$ cat src/sv/assert_macros.svh
// Assertion macros used by the RTL files.
`ifndef ASSERT_MACROS_SVH
`define ASSERT_MACROS_SVH

`ifndef SYNTHESIS

// Implication or plain property, checked at each rising edge out of reset.
`define ASSERT_CLK(lbl, clk, rst_n, prop) \
    lbl: assert property (@(posedge clk) disable iff (!rst_n) (prop)) \
        else $error("assertion failed: %m");

// Condition that must never hold out of reset.
`define ASSERT_NEVER(lbl, clk, rst_n, cond) \
    lbl: assert property (@(posedge clk) disable iff (!rst_n) !(cond)) \
        else $error("forbidden condition: %m");

`else

`define ASSERT_CLK(lbl, clk, rst_n, prop)

`define ASSERT_NEVER(lbl, clk, rst_n, cond)

`endif

`endif

$ cat src/sv/psd_pkg.sv
package psd_pkg;

    // Width of the signed distance result field
    localparam int OUT_BITS = 34;

    typedef enum logic [1:0] {
        OP_CLEAR  = 2'd0,
        OP_APPEND = 2'd1,
        OP_QUERY  = 2'd2,
        OP_NONE   = 2'd3
    } opcode_t;

    localparam logic [1:0] STAT_OK   = 2'd0;
    localparam logic [1:0] STAT_FEW  = 2'd1;
    localparam logic [1:0] STAT_FULL = 2'd2;

    typedef enum logic [1:0] {
        IT_MUL  = 2'd0,
        IT_DIV  = 2'd1,
        IT_SQRT = 2'd2
    } iter_op_t;

    typedef struct packed {
        logic     start;
        iter_op_t op;
    } iter_req_t;

    typedef enum logic [3:0] {
        ST_IDLE,
        ST_RD_PREV,
        ST_LD_PREV,
        ST_RD_CUR,
        ST_LD_CUR,
        ST_MUL,
        ST_SQ,
        ST_DIV,
        ST_ROOT,
        ST_NEXT,
        ST_OUT
    } psd_state_t;

endpackage

$ cat src/sv/psd_iter.sv
module psd_iter #(
    parameter int S = 67
) (
    input  logic                  aclk,
    input  logic                  aresetn,
    input  psd_pkg::iter_req_t    req,
    input  logic [2*S-1:0]        opa,
    input  logic [S-1:0]          opb,
    output logic                  done,
    output logic [2*S-1:0]        result
);
    import psd_pkg::*;

    localparam int PW   = 2 * S;
    localparam int RW   = S + 3;
    localparam int CNTW = $clog2(PW + 1);

    logic            busy_reg;
    logic            done_reg;
    iter_op_t        op_reg;
    logic [PW-1:0]   acc_reg;
    logic [PW-1:0]   sh_reg;
    logic [S-1:0]    b_reg;
    logic [RW-1:0]   rem_reg;
    logic [CNTW-1:0] cnt_reg;

    logic [S:0]      div_sh;
    logic [S:0]      div_dif;
    logic            div_ge;
    logic [RW-1:0]   sq_sh;
    logic [RW-1:0]   sq_trial;
    logic [RW-1:0]   sq_dif;
    logic            sq_ge;
    logic            last_step;

    // Restoring divide step: shift in one numerator bit, subtract if it fits
    assign div_sh  = {rem_reg[S-1:0], sh_reg[PW-1]};
    assign div_ge  = div_sh >= {1'b0, b_reg};
    assign div_dif = div_sh - {1'b0, b_reg};

    // Digit-by-digit root step: bring down two bits, try 4*root+1
    assign sq_sh    = {rem_reg[RW-3:0], sh_reg[PW-1 -: 2]};
    assign sq_trial = {1'b0, acc_reg[S-1:0], 2'b01};
    assign sq_ge    = sq_sh >= sq_trial;
    assign sq_dif   = sq_sh - sq_trial;

    assign last_step = (cnt_reg == CNTW'(1));

    // Control: busy flag and one-cycle done pulse
    always_ff @(posedge aclk) begin
        if (!aresetn) begin
            busy_reg <= 1'b0;
            done_reg <= 1'b0;
        end else begin
            done_reg <= 1'b0;
            if (req.start) begin
                busy_reg <= 1'b1;
            end else if (busy_reg) begin
                unique case (op_reg)
                    IT_MUL: begin
                        if (b_reg == '0) begin
                            busy_reg <= 1'b0;
                            done_reg <= 1'b1;
                        end
                    end
                    IT_DIV, IT_SQRT: begin
                        if (last_step) begin
                            busy_reg <= 1'b0;
                            done_reg <= 1'b1;
                        end
                    end
                    default: begin
                        busy_reg <= 1'b0;
                        done_reg <= 1'b1;
                    end
                endcase
            end
        end
    end

    // Datapath: load operands, then one bit or one digit per cycle
    always_ff @(posedge aclk) begin
        if (req.start) begin
            op_reg  <= req.op;
            acc_reg <= '0;
            sh_reg  <= opa;
            b_reg   <= opb;
            rem_reg <= '0;
            cnt_reg <= (req.op == IT_DIV) ? CNTW'(PW) : CNTW'(S);
        end else if (busy_reg) begin
            unique case (op_reg)
                IT_MUL: begin
                    if (b_reg[0]) begin
                        acc_reg <= acc_reg + sh_reg;
                    end
                    sh_reg <= {sh_reg[PW-2:0], 1'b0};
                    b_reg  <= {1'b0, b_reg[S-1:1]};
                end
                IT_DIV: begin
                    sh_reg  <= {sh_reg[PW-2:0], 1'b0};
                    rem_reg <= RW'(div_ge ? div_dif : div_sh);
                    acc_reg <= {acc_reg[PW-2:0], div_ge};
                    cnt_reg <= cnt_reg - CNTW'(1);
                end
                IT_SQRT: begin
                    sh_reg  <= {sh_reg[PW-3:0], 2'b00};
                    rem_reg <= sq_ge ? sq_dif : sq_sh;
                    acc_reg <= {acc_reg[PW-2:0], sq_ge};
                    cnt_reg <= cnt_reg - CNTW'(1);
                end
                default: begin
                    cnt_reg <= cnt_reg;
                end
            endcase
        end
    end

    assign done   = done_reg;
    assign result = acc_reg;

endmodule

$ cat config.mk
export PLATFORM = sky130hd
export DESIGN_NAME = psd_iter
export DESIGN_NICKNAME = d
export VERILOG_FILES = /design/src/sv/assert_macros.svh /design/src/sv/psd_pkg.sv /design/src/sv/psd_iter.sv
export SDC_FILE = /design/constraint.sdc
export NUM_CORES = 2
export LEC_CHECK = 0
export BUFFER_PORTS_ARGS = -buffer_cell sky130_fd_sc_hd__buf_2
export CORE_UTILIZATION = 42
export CTS_BUF_LIST = sky130_fd_sc_hd__clkbuf_4
export DETAILED_ROUTE_END_ITERATION = 7
export SETUP_SLACK_MARGIN = 0.2
export SLEW_MARGIN = 20
export SYNTH_ARGS = -nofsm -noshare
export SYNTH_HDL_FRONTEND = slang
export SYNTH_SLANG_ARGS = --single-unit
$ cat constraint.sdc
create_clock -name aclk -period 8.55 [get_ports aclk]
set_input_delay 1.71 -clock aclk [delete_from_list [all_inputs] [get_ports aclk]]
set_output_delay 1.71 -clock aclk [all_outputs]
set_load 0.01 [all_outputs]
* After elaboration in Yosys (flattened, before gate mapping)
Index checks and enable logic that the tools add are counted.
** Storage, ports and cells
- Word-level logic and storage cells :: 60
- Bits in registers :: 415
- Output and inout port bits :: 135
- Bits in read-only memories :: 0
- Memories :: 0
- Bits in latches :: 0
- Memory bits (writable) :: 0
** Operators by class
- Shifts and indexed selects :: 0
- Magnitude comparators :: 2
- Equality and inequality tests :: 5
- Reduce and logical (&&, ||, !) cells :: 16
- Bitwise logic cells :: 2
- $mul :: 0
- Multiplexer cells :: 23
- $add $sub $neg :: 4
- Divide/modulo/power cells :: 0
** Operators with widths (count)
- two-way mux 134 bit :: 3
- one-hot mux 134 bit (3 select lines) :: 1
- one-hot mux 134 bit (2 select lines) :: 1
- two-way mux 67 bit :: 3
- two-way mux 68 bit :: 2
- one-hot mux 68 bit (2 select lines) :: 1
- adder 134 bit :: 1
- greater-or-equal comparator 70 x 69 -> 1 bit :: 1
- greater-or-equal comparator 68 x 67 -> 1 bit :: 1
- subtractor 68 x 67 -> 68 bit :: 1
- subtractor 68 bit :: 1
- logical NOT 67 bit :: 1
- two-way mux 8 bit :: 4
- equality test 8 x 1 -> 1 bit, second input constant :: 1
- AND reduction 2 bit :: 4
- nonzero test 2 bit :: 4
- subtractor 8 x 1 -> 8 bit, second input constant :: 1
- two-way mux 1 bit :: 6
- nonzero test 3 bit :: 2
- equality test 2 x 1 -> 1 bit, second input constant :: 2
- one-hot mux 1 bit (2 select lines) :: 2
- OR reduction 2 bit :: 2
- AND reduction 3 bit :: 1
- OR reduction 3 bit :: 1
- other kinds (4) :: 5

* Longest topological paths before layout
- Depth in word-level cells :: 5
- Mapped depth :: 18

* Worst setup path after synthesis
No wires, ideal clock.
- Path type :: input port to flip-flop
- Start :: in req[2] (netlist bit)
- End :: reg sh_reg[0] (enable)
- Stages :: 4
- Path buffers :: 1
- Arrival :: 6.366 ns
- Required time :: 8.058 ns
- Library setup time :: 0.492 ns
- Setup slack :: 1.692 ns
- Path through :: clkbuf_1 > inv_1 > nand2_1 > a21o_1
** On the way
- Cells in the longest elaborated chain, start to end :: 2
- Elaborated cells on any way between the ends :: 3
- Those cells by class :: 3 x reduce/logical
** Ends and longest elaborated chain
- from (decl) :: line psd_iter.sv:6 : input psd_pkg::iter_req_t req,
- nonzero test 3 bit (no line) / nonzero test 2 bit (equally long branches)
- AND reduction 2 bit (no line) (*)
- to (signal assigned) :: line psd_iter.sv:86 : sh_reg <= opa;
- to (signal assigned) :: line psd_iter.sv:96 : sh_reg <= {sh_reg[PW-2:0], 1'b0};
- to (signal assigned) :: line psd_iter.sv:100 : sh_reg <= {sh_reg[PW-2:0], 1'b0};
- to (decl) :: line psd_iter.sv:22 : logic [PW-1:0] sh_reg;
Mark *: on every way between the ends. The rest lies on a longest branch, timed or not.
A chain may end at the register's enable or synchronous reset.

* Worst setup path in the final report
- Start :: reg sh_reg[133]
- End :: reg rem_reg[9]
** On the way
- Cells in the longest elaborated chain, start to end :: 3
- Elaborated cells on any way between the ends :: 7
- Those cells by class :: 2 x add/sub; 2 x order compare; 3 x mux
** Ends and longest elaborated chain
- subtractor 68 bit, or another cell as far along :: line psd_iter.sv:45 : assign sq_dif = sq_sh - sq_trial;
- two-way mux 68 bit (on tied branches) :: line psd_iter.sv:107, psd_iter.sv:101
- one-hot mux 68 bit (2 select lines) (*) :: line psd_iter.sv:91 : unique case (op_reg)
- to (signal assigned) :: line psd_iter.sv:101 : rem_reg <= RW'(div_ge ? div_dif : div_sh);
- to (signal assigned) :: line psd_iter.sv:107 : rem_reg <= sq_ge ? sq_dif : sq_sh;
- to (decl) :: line psd_iter.sv:24 : logic [RW-1:0] rem_reg;
Marks and branches as above.

==> key figures <==
Run status
  • Outcome: finished, final reports clean

Timing
  • Worst slew margin: 0.279
  • Unrepaired setup endpoints after global routing: no
  • Final Skew: 70.3 ps
  • Final worst path period share: 0.625
  • Final hold viol count: 0
  • Final min period: 5340 ps
  • Final worst slack: 3210 ps
  • Fin. max-slew vios: 0
  • Max Fclk: 0.187 GHz
  • Worst slew pin tran: 1080 ps
  • Setup_tns: 0 ps
  • Setup Viol. Count Final: 0

Placement
  • DPL Wire Length: 110000 µm
  • # port buffers: 340
  • Final GP Congestion: 1.00
  • Placed cell areas: 39400 µm²
  • Pre-CTS WS: 2820 ps

Power and ir drop
  • Logic pwr share: 0.413
  • Clk network pwr share: 0.257
  • Leak Pwr: 17.6 nW
  • Sw power: 3.31 mW
  • Power Total: 7.76 mW
  • Sequential Power Share: 0.330
  • Int Pwr: 4.45 mW
  • Sw frac: 0.427
  • IR drop worst, VDD: 0.118 mV
  • Cell Pwr Density: 189 nW/µm²

Floorplan
  • FP Rows: 108
  • Die area: 89800 µm²
  • Initial Utilization: 0.426
  • Ports: 341
  • Die height: 300 µm
  • Core ar.: 87300 µm²
  • Die Wd: 300 µm

Drt
  • Vias/cell: 6.06
  • Remaining antenna violation count: 0
  • Total Wirelength: 142000 µm
  • Drt pass-1 iters: 6
  • Average wire per standard cell: 22.8 µm
  • # DRC: 0
  • Initial DRC count: 3468
  • Vias: 37.9k

Critical path
  • CP Max Fanout: 78
  • Startpoint Class: register
  • Largest stage delay on the critical path: 710 ps
  • Critical path class: register to register
  • Critical path arrival: 6190 ps
  • R2R Setup Slk: 3210 ps
  • Slowest-stage cell, CP: buf_4
  • CP Data Required Time: 9400 ps
  • Critical path, cell by cell: inv_1 -> ha_1 -> inv_1 -> fa_1 -> a21o_1 -> a21oi_1 -> o221a_2 -> o21ai_1 -> a211oi_2 -> a2111oi_2 -> nor3_4 -> buf_4 -> buf_4 -> nor2_1 -> a211oi_1 -> a211oi_1 -> a21oi_1 -> nor2_1
  • R2R depth: 18
  • Critical Path Sink Type: register

Clock tree
  • CTS buffer count: 120
  • # resized after CTS: 0
  • Clock Sinks: 415
  • Latest clock arrival within the worst-skew pair: 1010 ps
  • Clock Tree Root: clkbuf_4
  • Max Root-Sink Buffers: 3
  • # hold bufs at CTS: 0
  • Clk slew on worst S/H paths: 70 ps
  • Post-CTS Setup Repair Bufs: 0
  • CTS tree: yes
  • H-tree depth: 3

Layout
  • Fillers: 8993
  • Final instance area: 41000 µm²
  • P&R area growth vs syn: 10.2%
  • Reg area: 10400 µm²
  • Share of cells above drive strength 1: 0.124
  • Multi-input logic area: 24700 µm²
  • Nets@finish: 5463

Yosys
  • Mean Syn Cell Area: 7.72 µm²
  • Yosys cell types: 89
  • Cell count after synthesis: 4820
  • Post-synth top cells: nand2_1 (588), o21ai_0 (506), a21oi_1 (480)
  • Syn Std Cell Area: 37200 µm²
  • EDFF count, synth: 211
  • Synth warnings: 0
  • Seq/Total Area, Yosys: 0.280
  • Synth area leaders: edfxtp_1 (17%), dfxtp_1 (11%), ha_1 (9.2%)
  • Flop and latch count out of synthesis: 415
  • Top-area cell type share of the netlist area: 0.170
  • Leading area contributor after synthesis: edfxtp_1
  • Most used DFF post-synth: edfxtp_1
  • Fraction of registers with async set or reset after synthesis: 0
  • Syn_nets: 5303
  • Top-count cell post-synth: nand2_1

Global routing
  • First-pass GRT wire length: 215000 µm
  • Total Routing Usage GR: 0.306
  • Largest net degree at the start of global routing: 177
  • Remaining Overflow, GRT: 0
  • Vias in the first global route: 35.5k
  • Antenna violations before repair: 5

Hold path
  • Worst hold stages: 2
  • Hold Path Class: register to register

Job
  • Maxcap violations: 0
## path summary, 6_finish.rpt
| check | from | end |
|---|---|---|
| setup reg to reg | sh_reg[133] | rem_reg[9] |
| hold / removal | rem_reg[67] | rem_reg[67] |
| hold reg to reg | rem_reg[67] | rem_reg[67] |
| setup / recovery | sh_reg[133] | rem_reg[9] |
## cells in the final DEF, fill, tap and decap left out, types with 27 or more instances in the layout
master    netlist  final
a221oi_1       31     31
nand4_1       116    116
a31oi_1        41     41
xor2_1         89     89
o21ai_0       506    506
o211ai_1       55     55
nand2b_1       27     27
nor4_1         28     28
nor2_1        327    324
inv_1         239    238
a22oi_1        27     27
xnor2_1       166    166
nand3_1        77     76
nand2_1       588    585
buf_4           0     29
buf_2          24    339
edfxtp_1      211    211
nor2b_1        29     29
a21o_1        159    158
ha_1          275    273
clkbuf_4        0    175
o21a_1         38     38
clkinv_1        0     27
a21oi_1       480    479
a211oi_1      139    139
nor3_1         61     61
a311oi_1       34     34
dfxtp_1       204    204
o21bai_1       72     72
mux2i_1       145    145
## per-layer routing
metal  vias up  track usage  share of wire
met5         -            0        0.00011
met3       241       0.0533          0.071
li1      18200            -              -
met4         2       0.0972          0.031
met1     18000        0.415           0.44
met2      1373        0.493           0.45
## worst max-delay path: cells and delay by family (launching register included)
family | cells | cell delay, ps
compound gates | 9 | 2130
buf+inv | 4 | 1590
fa+ha+maj | 2 | 670
simple gates | 3 | 350
flops | 1 | 410
## area by class of cell
class,instances,share of cell area
flip-flops and latches,415,0.254
clock inverters,50,0.00671
multi-input cells,3833,0.602
diodes,4,0.000244
clock buffers,175,0.0320
well taps,1155,0.0352
inverters,240,0.0220
repair buffers,370,0.0475
## per-stage QoR
step / std cells / hold WS (ps) / util
after floorplan: 4820 / 421 / -
after global placement: 6013 / 456 / 0.452
after detailed placement: 6013 / 461 / 0.452
after CTS: 6238 / 477 / 0.470
after global routing: 6242 / 512 / 0.470
final: 6242 / 485 / 0.470
## power groups by stage
| stage | clock, mW | sequential (mW) | combinational (mW) |
|---|---|---|---|
| 6_report | 1.99 | 2.56 | 3.20 |
| 5_1_grt | 2.15 | 2.58 | 3.48 |
| 4_1_cts | 2.04 | 2.55 | 3.15 |
| 3_5_place_dp | 0 | 2.60 | 3.13 |
| 3_3_place_gp | 0 | 2.59 | 3.14 |
| 2_1_floorplan | 0 | 2.51 | 2.24 |
## cells by family (layout without fill, tap and decap cells)
family                     count (synthesis)  in the layout  share of synthesized area
AOI/OAI and AO/OA                       1803           1803                      0.306
xor gates and xnor gates                 255            255                     0.0600
adders and majority gates                277            277                     0.0935
buffers and inverters                    572            835                     0.0585
DFF                                      415            415                      0.280
muxes                                    148            148                     0.0399
other                                      0              4                          0
and+or+nand+nor                         1350           1350                      0.162
(Power assumes the default switching activity.)
